--- src/rtl/lfw_pkg.sv ---
// Package for the line folder / word wrapper.
// Holds the character codes, register map, sequencer states and helpers.
// No dependencies.
package lfw_pkg;

  // Default build values
  localparam int unsigned WORD_MAX_DEF = 32;
  localparam int unsigned TAB_STOP_DEF = 4;

  // Configuration register map
  localparam int unsigned CFG_ADDR_W = 3;
  localparam logic        REG_FOLD   = 1'b0;
  localparam logic [7:0]  FOLD_RESET = 8'd10;
  localparam logic [7:0]  FOLD_MIN   = 8'd2;

  // Character codes
  localparam logic [7:0] CH_SPACE = 8'h20;
  localparam logic [7:0] CH_TAB   = 8'h09;
  localparam logic [7:0] CH_NL    = 8'h0A;

  // Sequencer states
  typedef enum logic [4:0] {
    S_IDLE  = 5'b00001,
    S_NL    = 5'b00010,
    S_FETCH = 5'b00100,
    S_CHAR  = 5'b01000,
    S_DELIM = 5'b10000
  } lfw_state_t;

  // Column add that saturates at 255.
  function automatic logic [7:0] sat_add8(input logic [7:0] a, input logic [7:0] b);
    logic [8:0] s;
    s = {1'b0, a} + {1'b0, b};
    return s[8] ? 8'hFF : s[7:0];
  endfunction

endpackage

--- src/rtl/line_fold_word_wrap.sv ---
// Top level of the greedy word-wrap line folder.
// Depends on lfw_pkg and lfw_ram.
//
// Characters enter one item at a time on the in_ stream; in_tlast marks end of input.
// A non-blank character is stored in the word buffer, unless it is full, and gives no output.
// A space, tab, newline or end of input flushes the stored word through the out_ stream,
// one character per item, with newlines inserted where the fold column requires, and
// then echoes the delimiter (end of input is not echoed). out_tlast marks the final
// item caused by one input item. The flush reads the word buffer through its single
// registered read port, so each word character passes through a fetch state and an emit
// state, while inserted newlines and the delimiter need no buffer read.
// in_tready is low while a flush or delimiter is being emitted. fold_column sits at
// byte address 0 of the cfg_ port, resets to 10, and values below 2 act as 2.
module line_fold_word_wrap
  import lfw_pkg::*;
#(
  parameter int unsigned WORD_MAX = WORD_MAX_DEF,
  parameter int unsigned TAB_STOP = TAB_STOP_DEF
) (
  input  logic                  clk,
  input  logic                  rst_n,
  // Input stream
  input  logic                  in_tvalid,
  output logic                  in_tready,
  input  logic [7:0]            in_tdata,   // [7:0] char_in
  input  logic                  in_tlast,   // end_of_input
  // Result stream
  output logic                  out_tvalid,
  input  logic                  out_tready,
  output logic [7:0]            out_tdata,  // [7:0] char_out
  output logic                  out_tlast,  // last_of_run
  // Configuration port
  input  logic                  cfg_psel,
  input  logic                  cfg_penable,
  input  logic                  cfg_pwrite,
  input  logic [CFG_ADDR_W-1:0] cfg_paddr,
  input  logic [31:0]           cfg_pwdata,
  output logic [31:0]           cfg_prdata,
  output logic                  cfg_pready
);

  localparam int unsigned IDX_W = $clog2(WORD_MAX);
  localparam int unsigned LEN_W = $clog2(WORD_MAX + 1);
  localparam int unsigned GAP_W = $clog2(TAB_STOP + 1);
  localparam logic [LEN_W-1:0] LEN_MAX = LEN_W'(WORD_MAX);

  lfw_state_t       state_r, state_nxt;
  logic [7:0]       fold_r;
  logic [7:0]       column_r, column_nxt;
  logic [LEN_W-1:0] word_len_r, word_len_nxt;
  logic             in_word_r, in_word_nxt;
  logic [IDX_W-1:0] idx_r, idx_nxt;
  logic [LEN_W-1:0] on_line_r, on_line_nxt;
  logic             cut_r, cut_nxt;
  logic             moved_r, moved_nxt;
  logic             eoi_r, eoi_nxt;
  logic [7:0]       delim_r, delim_nxt;
  logic             out_valid_r, out_valid_nxt;
  logic [7:0]       out_data_r, out_data_nxt;
  logic             out_last_r, out_last_nxt;

  logic             in_acc;
  logic             is_delim;
  logic             can_load;
  logic [7:0]       fold_eff;
  logic [7:0]       len_ext;
  logic             ram_we;
  logic [IDX_W-1:0] ram_waddr;
  logic [7:0]       ram_rdata;
  logic             last_char;
  logic             cfg_wr;
  logic [GAP_W-1:0] gap_tab [256];

  // Distance from each column to the next tab stop, fixed at elaboration.
  for (genvar g = 0; g < 256; g++) begin : g_gap
    assign gap_tab[g] = GAP_W'(TAB_STOP - (g % TAB_STOP));
  end

  // Configuration port: always ready, one register.
  assign cfg_pready = 1'b1;
  assign cfg_wr     = cfg_psel & cfg_penable & cfg_pwrite & cfg_pready
                      & (cfg_paddr[CFG_ADDR_W-1] == REG_FOLD);
  assign cfg_prdata = (cfg_paddr[CFG_ADDR_W-1] == REG_FOLD) ? {24'd0, fold_r} : 32'd0;

  always_ff @(posedge clk) begin
    if (!rst_n) begin
      fold_r <= FOLD_RESET;
    end else if (cfg_wr) begin
      fold_r <= cfg_pwdata[7:0];
    end
  end

  // Handshake terms.
  assign in_tready = (state_r == S_IDLE);
  assign in_acc    = in_tvalid & in_tready;
  assign can_load  = !out_valid_r || out_tready;
  assign is_delim  = in_tlast || (in_tdata == CH_SPACE) || (in_tdata == CH_TAB)
                     || (in_tdata == CH_NL);
  assign fold_eff  = (fold_r < FOLD_MIN) ? FOLD_MIN : fold_r;
  assign len_ext   = 8'(word_len_r);
  assign last_char = ({1'b0, idx_r} + 1'b1) == (IDX_W + 1)'(word_len_r);

  // Word buffer writes while characters of a word arrive.
  assign ram_waddr = in_word_r ? word_len_r[IDX_W-1:0] : '0;
  assign ram_we    = in_acc && !is_delim && (!in_word_r || (word_len_r < LEN_MAX));

  lfw_ram #(
    .WIDTH (8),
    .DEPTH (WORD_MAX)
  ) u_word_buf (
    .clk   (clk),
    .we    (ram_we),
    .waddr (ram_waddr),
    .wdata (in_tdata),
    .raddr (idx_r),
    .rdata (ram_rdata)
  );

  // Sequencer: stores words, then walks the buffer one character at a time.
  always_comb begin
    state_nxt     = state_r;
    column_nxt    = column_r;
    word_len_nxt  = word_len_r;
    in_word_nxt   = in_word_r;
    idx_nxt       = idx_r;
    on_line_nxt   = on_line_r;
    cut_nxt       = cut_r;
    moved_nxt     = moved_r;
    eoi_nxt       = eoi_r;
    delim_nxt     = delim_r;
    out_valid_nxt = out_valid_r && !out_tready;
    out_data_nxt  = out_data_r;
    out_last_nxt  = out_last_r;

    unique case (state_r)
      S_IDLE: begin
        if (in_acc) begin
          if (!is_delim) begin
            // Word character: store it unless the buffer is full.
            if (ram_we) begin
              word_len_nxt = in_word_r ? word_len_r + 1'b1 : LEN_W'(1);
              column_nxt   = sat_add8(column_r, 8'd1);
            end
            in_word_nxt = 1'b1;
          end else begin
            eoi_nxt   = in_tlast;
            delim_nxt = in_tdata;
            if (in_word_r) begin
              // Decide how the pending word is placed on the line.
              moved_nxt   = (column_r > fold_eff) && (len_ext <= fold_eff);
              cut_nxt     = len_ext > fold_eff;
              idx_nxt     = '0;
              on_line_nxt = '0;
              if (((column_r > fold_eff) && (len_ext <= fold_eff))
                  || ((len_ext > fold_eff) && (column_r > len_ext))) begin
                state_nxt = S_NL;
              end else begin
                state_nxt = S_FETCH;
              end
            end else if (in_tlast) begin
              column_nxt = 8'd0;
            end else begin
              state_nxt = S_DELIM;
            end
          end
        end
      end

      S_NL: begin
        // Newline ahead of the word.
        if (can_load) begin
          out_valid_nxt = 1'b1;
          out_data_nxt  = CH_NL;
          out_last_nxt  = 1'b0;
          state_nxt     = S_FETCH;
        end
      end

      S_FETCH: begin
        // Buffer read data is valid in the next cycle.
        state_nxt = S_CHAR;
      end

      S_CHAR: begin
        if (can_load) begin
          out_valid_nxt = 1'b1;
          if (cut_r && (8'(on_line_r) == fold_eff)) begin
            // A full piece stands on the line: break it.
            out_data_nxt = CH_NL;
            out_last_nxt = 1'b0;
            on_line_nxt  = '0;
          end else begin
            out_data_nxt = ram_rdata;
            out_last_nxt = last_char && eoi_r;
            on_line_nxt  = on_line_r + 1'b1;
            if (last_char) begin
              // Word done: settle the column and release the buffer.
              if (eoi_r) begin
                column_nxt = 8'd0;
              end else if (moved_r) begin
                column_nxt = len_ext;
              end else if (cut_r) begin
                column_nxt = 8'(on_line_r + 1'b1);
              end
              word_len_nxt = '0;
              in_word_nxt  = 1'b0;
              state_nxt    = eoi_r ? S_IDLE : S_DELIM;
            end else begin
              idx_nxt   = idx_r + 1'b1;
              state_nxt = S_FETCH;
            end
          end
        end
      end

      S_DELIM: begin
        // Echo the delimiter and advance the column for it.
        if (can_load) begin
          out_valid_nxt = 1'b1;
          out_data_nxt  = delim_r;
          out_last_nxt  = 1'b1;
          if (delim_r == CH_SPACE) begin
            column_nxt = sat_add8(column_r, 8'd1);
          end else if (delim_r == CH_TAB) begin
            column_nxt = sat_add8(column_r, 8'(gap_tab[column_r]));
          end else begin
            column_nxt = 8'd0;
          end
          state_nxt = S_IDLE;
        end
      end

      default: begin
        state_nxt = S_IDLE;
      end
    endcase
  end

  // Control state.
  always_ff @(posedge clk) begin
    if (!rst_n) begin
      state_r     <= S_IDLE;
      column_r    <= 8'd0;
      word_len_r  <= '0;
      in_word_r   <= 1'b0;
      out_valid_r <= 1'b0;
    end else begin
      state_r     <= state_nxt;
      column_r    <= column_nxt;
      word_len_r  <= word_len_nxt;
      in_word_r   <= in_word_nxt;
      out_valid_r <= out_valid_nxt;
    end
  end

  // Working and payload registers.
  always_ff @(posedge clk) begin
    idx_r      <= idx_nxt;
    on_line_r  <= on_line_nxt;
    cut_r      <= cut_nxt;
    moved_r    <= moved_nxt;
    eoi_r      <= eoi_nxt;
    delim_r    <= delim_nxt;
    out_data_r <= out_data_nxt;
    out_last_r <= out_last_nxt;
  end

  assign out_tvalid = out_valid_r;
  assign out_tdata  = out_data_r;
  assign out_tlast  = out_last_r;

  // The stored word never grows past the buffer.
  a_len_bound: assert property (@(posedge clk) disable iff (!rst_n)
    word_len_r <= LEN_MAX)
    else $error("word length exceeds buffer size");

  // A word character produces no result and leaves the block ready.
  a_word_quiet: assert property (@(posedge clk) disable iff (!rst_n)
    (in_acc && !is_delim) |=> (state_r == S_IDLE))
    else $error("word character started output");

  // The flush only reads written buffer entries.
  a_read_in_word: assert property (@(posedge clk) disable iff (!rst_n)
    (state_r == S_CHAR) |-> ((IDX_W + 1)'(idx_r) < (IDX_W + 1)'(word_len_r)))
    else $error("buffer read beyond stored word");

endmodule

--- src/rtl/lfw_ram.sv ---
// Generic single-write, single-read RAM with registered read data.
// Used for the word buffer. No dependencies.
module lfw_ram #(
  parameter int unsigned WIDTH = 8,
  parameter int unsigned DEPTH = 32
) (
  input  logic                     clk,
  input  logic                     we,
  input  logic [$clog2(DEPTH)-1:0] waddr,
  input  logic [WIDTH-1:0]         wdata,
  input  logic [$clog2(DEPTH)-1:0] raddr,
  output logic [WIDTH-1:0]         rdata
);

  logic [WIDTH-1:0] mem [DEPTH];
  logic [WIDTH-1:0] rdata_r;

  // Write port and registered read port.
  always_ff @(posedge clk) begin
    if (we) begin
      mem[waddr] <= wdata;
    end
    rdata_r <= mem[raddr];
  end

  assign rdata = rdata_r;

endmodule
--- config.mk ---
export PLATFORM = sky130hd
export DESIGN_NAME = line_fold_word_wrap
export DESIGN_NICKNAME = d
export VERILOG_FILES = /design/src/rtl/lfw_pkg.sv /design/src/rtl/line_fold_word_wrap.sv /design/src/rtl/lfw_ram.sv
export SDC_FILE = /design/constraint.sdc
export NUM_CORES = 1
export LEC_CHECK = 0
export BUFFER_PORTS_ARGS = -buffer_cell sky130_fd_sc_hd__buf_2
export CAP_MARGIN = 0
export CORE_UTILIZATION = 65
export CTS_BUF_LIST = sky130_fd_sc_hd__clkbuf_8
export DETAILED_ROUTE_END_ITERATION = 6
export PLACE_DENSITY = 0.85
export SYNTH_ARGS = -nofsm -noshare
export SYNTH_HDL_FRONTEND = slang
export SYNTH_HIERARCHICAL = 1
export SYNTH_SLANG_ARGS = --single-unit
--- constraint.sdc ---
create_clock -name clk -period 5.4 [get_ports clk]
set_input_delay 0.81 -clock clk [delete_from_list [all_inputs] [get_ports clk]]
set_output_delay 0.81 -clock clk [all_outputs]
set_load 0.005 [all_outputs]
# After elaboration in Yosys (flattened, before gate mapping)

Memory sizes are Yosys's and may differ from the RTL's. A register that Yosys moved wholly into a read port is not among the register bits.
Index checks and enable logic that the tools add are counted.

Register bits: 60
RAM bits: 256
Memory bits (read-only): 768
Input bits: 51
Output and inout bits: 44
Word-level logic and storage cells: 169
Memories: 2

Add/sub/neg operators: 7
Order comparisons: 7
Equal/unequal tests: 28
Multiplexer cells: 75
Bitwise gates (word level): 6
Reduce and logical (&&, ||, !) cells: 30

Memories:

| name             | words | width | read ports | clocked after Yosys merged registers in | write ports | line                       | RTL |
|---|---|---|---|---|---|---|---|
| (name not given) | 256   | 3     | 1          | 0                                       | 0           | line_fold_word_wrap.sv:225 | `column_nxt = sat_add8(column_r, 8'(gap_tab[column_r]));` |
| u_word_buf.mem   | 32    | 8     | 1          | 1                                       | 1           | lfw_ram.sv:15              | `logic [WIDTH-1:0] mem [DEPTH];` |

Operators by type and width:

| cell                | count |
|---|---|
| $mux 8              | 22 |
| $mux 5              | 17 |
| $mux 6              | 12 |
| $pmux 8 s3          | 2 |
| $pmux 5 s5          | 1 |
| $eq 8x4->1 const B  | 3 |
| $pmux 6 s2          | 2 |
| $reduce_and 7->1    | 3 |
| $eq 8x6->1 const B  | 2 |
| $ne 2x2->1 const B  | 7 |
| $mux 1              | 13 |
| $add 6x1->6 const B | 2 |
| $pmux 5 s2          | 1 |
| $reduce_and 10->1   | 1 |
| $add 8x1->9 const B | 1 |
| $add 8x3->9         | 1 |
| $ge 9x9->1 const B  | 1 |
| $mux 3              | 3 |
| $not 8->9           | 1 |
| $eq 6x8->1          | 1 |
| $gt 6x8->1          | 1 |
| $gt 8x6->1          | 1 |
| $gt 8x8->1          | 1 |
| $le 6x8->1          | 1 |
| 30 further kinds    | 53 |

# Logic depth before layout (Yosys ltp)

Depth after elaboration: 11
Gate-level depth with buffers: 11
Mapped depth without buffers: 11

# Hierarchy

Netlist, hierarchy kept.

By module, submodules not included:

| module              | times used | cells an instance | area each (um^2) | seq. area each (um^2) |
|---|---|---|---|---|
| lfw_ram             | 1          | 417               | 10053.4          | 7847.5 |
| line_fold_word_wrap | 1          | 513               | 4509.3           | 1511.4 |

# Worst setup path before layout

OpenSTA, ideal clock, no wires.

Path type: input to register
From: input in_tdata[5]
To: memory u_word_buf.mem[28][0], enable pin
Library setup time: 0.370 ns
Data arrival time: 2.762 ns
Data required time: 5.030 ns
Slack: 2.267 ns
Stages: 7
Path buffers: 1
Cell sequence: nor4b_1 o31a_1 nor2_1 and3_1 or3b_2 clkbuf_1 nor2_1

Cells in the longest elaborated chain, start to end: 9
Elaborated cells between the ends (all ways): 11
Those cells by class: 3 x eq/ne; 2 x mux; 6 x reduce/logical

RTL lines:

| element                             | line                       | RTL |
|---|---|---|
| start, declared                     | line_fold_word_wrap.sv:25  | `input logic [7:0] in_tdata,` |
| $eq 8x6->1                          | line_fold_word_wrap.sv:97  | `assign is_delim = in_tlast \|\| (in_tdata == CH_SPACE) \|\| (in_tdata == CH_TAB)` |
| $logic_or 1x1->1 (2 in series)      | line_fold_word_wrap.sv:97  |  |
| $logic_or 1x1->1 (*)                | line_fold_word_wrap.sv:98  | `\|\| (in_tdata == CH_NL);` |
| $logic_not 1->1 (*)                 | n/a                        |  |
| $logic_and 1x1->1 (*) (2 in series) | line_fold_word_wrap.sv:105 | `assign ram_we = in_acc && !is_delim && (!in_word_r \|\| (word_len_r < LEN_MAX));` |
| named net ram_we                    | line_fold_word_wrap.sv:67  | `logic ram_we;` |
| $mux 1 (*)                          | lfw_ram.sv:20              | `if (we) begin` |
| $mux 1 (implied by the code) (*)    | lfw_ram.sv:21              | `mem[waddr] <= wdata;` |
| end, declared                       | lfw_ram.sv:15              |  |

Mark *: on every way through the listed nets, which the timed path passes. The rest lies on a longest branch.

# Worst setup path after layout

From: input in_tdata[1]
To: memory u_word_buf.mem[16][1], enable pin

The elaborated chain is that of the path after synthesis.

==> summary.md <==
| Metric | Value |
|---|---|
| DR iter-0 viols | between 1000 and 1500 |
| Leak pwr | 5.33 nW |
| Antenna cells | 0 |
| # hold bufs at CTS | 0 |
| Post-synthesis sequential area ratio | 0.643 |
| PortBufs | 43 |
| Final Skew | around 0.019 ns |
| CP Capture Type | flip-flop |
| Synth Flop Type | edfxtp_1 |
| Seq cells post-synth | 324 |
| Detailed Place HPWL | 20.8 mm |
| Flop pwr share | 0.523 |
| Placed Cells | 1227 |
| Die width | 152 um |
| Die Area | 23000 um2 |
| Hold WC Path Type | primary input to flip-flop |
| Setup TNS | 0 ns |
| Comb power frac | 0.127 |
| Cell taking the most area after synthesis | edfxtp_1 |
| Ports | 95 |
| CP Launch Type | primary input |
| Max-cap violations | 0 |
| Gr ovfl total | 0 |
| Status | complete, no violations |
| Layout cell share with drive strength beyond 1 | 0.232 |
| Worst slew margin | 0.339 |
| Hold Vio Cnt, Final | 0 |
| Routed WL | 31.2 mm |
| Crit-path max FO | 36 |
| VDD IR-drop max | approximately 0.00025 V |
| Vias in the first global route | roughly 8400 |
| Commonest cells post-synth | 287 x edfxtp_1, 88 x nor2_1, 80 x mux4_2 |
| Core ar. | approximately 22000 um2 |
| Power Dens Cells | 349 nW/um2 |
| CP arrival | 3.85 ns |
| Peak Freq | 273 MHz |
| H-tree levels | 2 |
| DRT Pass-1 Iters | 5 |
| Routed len/inst | 23.6 um |
| Initial core utilization | 0.665 |
| Post-CTS sizing | 0 |
| Clk buf depth | 3 |
| Critical Path RT | 5.59 ns |
| Top post-synthesis cells by area | edfxtp_1 59%, mux4_2 12%, dfxtp_1 5.1% |
| Synth Instances | 930 |
| Cell Count, Final, Fillers Out | 1319 |
| Via count | ~8500 |
| Area delta synth->final | 9.21% |
| Largest net degree at the start of global routing | 70 |
| RePlAce Congestion | 0.935 |
| Cell area after synthesis | between 10000 and 15000 um2 |
| Sw frac | 0.257 |
| Final worst-path setup slack | 1.74 ns |
| Die Ht | 152 um |
| Switch Pwr | 1.42 mW |
| Cell with the most instances after synthesis | edfxtp_1 |
| Fillers | 1328 |
| Total CTS buffers | 51 |
| CP Class | primary input to flip-flop |
| Total setup buffers inserted after CTS | 0 |
| Clk root buf | clkbuf_8 |
| RSZ-0062 raised after global routing | false |
| Number of enable flip-flop cells after synthesis | around 290 |
| Min Tclk post-route | 3.66 ns |
| Pwr Total | 5.55 mW |
| Clock-pin slew on the worst setup and hold paths | around 0.060 ns |
| Final-stage net count | between 1000 and 1500 |
| Yosys warns | 6 |
| Final setup fails | 0 |
| ANT nets after route | 0 |
| DR vias/cell | roughly 6.5 |
| Global-route wire length before repair | 47.3 mm |
| Initial antenna violation count | 0 |
| CTS tree | yes |
| Avg Synthesized Cell Area | 15.7 um2 |
| Skew-Pair Late Insertion Delay | 0.58 ns |
| Fraction of registers with async set/reset | 0 |
| Share of the synthesized area in the top cell type | 0.592 |
| Final Slew Violations | 0 |
| Crit share post-route | 0.678 |
| Clock Power Share | 0.350 |
| Worst slew pin tran | a little under 1 ns |
| Pre-CTS WS | approximately 1.2 ns |
| Post-synth cell types | 85 |
| Rows | 54 |
| P_int | 4.13 mW |
| GRT Total Usage | 0.283 |
| Total clock sinks | 324 |
| Residual DRC | 0 |
-- critical path: stages --
cell and delay (ns):
buf_2 0.52, nor4b_1 0.17, o31a_1 0.41, nor2_1 0.33
and3_1 0.32, or3b_2 0.62, nor2_1 0.65
-- per-stage QoR --
stage / cell area [um2] / hold WS [ns] / utilization
global route: 15900 / 0.447 / 0.727
floorplan: 14600 / 0.461 / -
CTS: 15900 / 0.438 / 0.727
finish: 15900 / 0.471 / 0.727
global placement: 14900 / 0.489 / 0.682
detailed placement: 14900 / 0.494 / 0.682
-- sequential cells by signal, summed over array words and instances, names as in the netlist, 6 cells and up --
| signal | cells |
|---|---|
| on_line_r | 6 |
| fold_r | 8 |
| u_word_buf/mem | 256 |
| delim_r | 8 |
| out_tdata | 8 |
| column_r | 8 |
| word_len_r | 6 |
| u_word_buf/rdata | 8 |
-- cells in the final DEF (no fill, tap or decap), drive strengths merged, types with 21 or more instances in the layout --
master  Yosys  final
a21oi      38     38
buf        43     53
clkbuf     16     58
conb        2     25
dfxtp      37     37
edfxtp    287    287
ha         27     27
inv        21     37
mux4       80     80
nand2      46     46
nand3      21     21
nor2       91     91
o21ai      29     29
-- cell type report --
class | count | area, um2 | area share
clock buffers | 58 | 798 | 0.0502
clock inverters | 34 | 170 | 0.0107
inverters | 22 | 82.6 | 0.00519
multi-input cells | 548 | 4850 | 0.305
flip-flops and latches | 324 | 9360 | 0.588
well taps | 280 | 350 | 0.0220
repair buffers | 53 | 290 | 0.0183
-- final timing paths --
check / end / cells past startpoint / from / slack (ns)
worst min register to register: fold_r[6] / 2 / fold_r[6] / 0.50
worst max register to register: u_word_buf/mem[16][1] / 6 / state_r[0] / 2.19
worst min-delay path: fold_r[1] / 3 / cfg_pwdata[1] / 0.47
worst max-delay path: u_word_buf/mem[16][1] / 7 / in_tdata[1] / 1.74
-- cells by family (layout without fill, tap and decap cells) --
kind of cell	count (synthesis)	count (layout)	synth area share
AOI/OAI and AO/OA	133	133	0.0634
xor gates and xnor gates	30	30	0.0190
adders and majority gates	27	27	0.0232
buffers and inverters	81	167	0.0300
DFF	324	324	0.643
muxes	95	95	0.136
other	2	25	0.000516
and+or+nand+nor	238	238	0.0854
-- metal layers --
| layer | part of all wire | global-route usage |
|---|---|---|
| met5 | 0 | 0 |
| met3 | 0.080 | 0.0617 |
| met2 | 0.49 | 0.451 |
| met1 | 0.40 | 0.381 |
| met4 | 0.033 | 0.120 |
-- power by group through the flow --
stage / registers, mW / logic (mW) / clock network, mW
floorplan: 2.90 / 0.537 / 0
global placement: 2.95 / 0.666 / 0
detailed placement: 2.95 / 0.689 / 0
CTS: 2.90 / 0.693 / 1.98
global route: 2.91 / 0.778 / 2.09
finish: 2.91 / 0.704 / 1.94
Power figures use the tool's default switching activity.
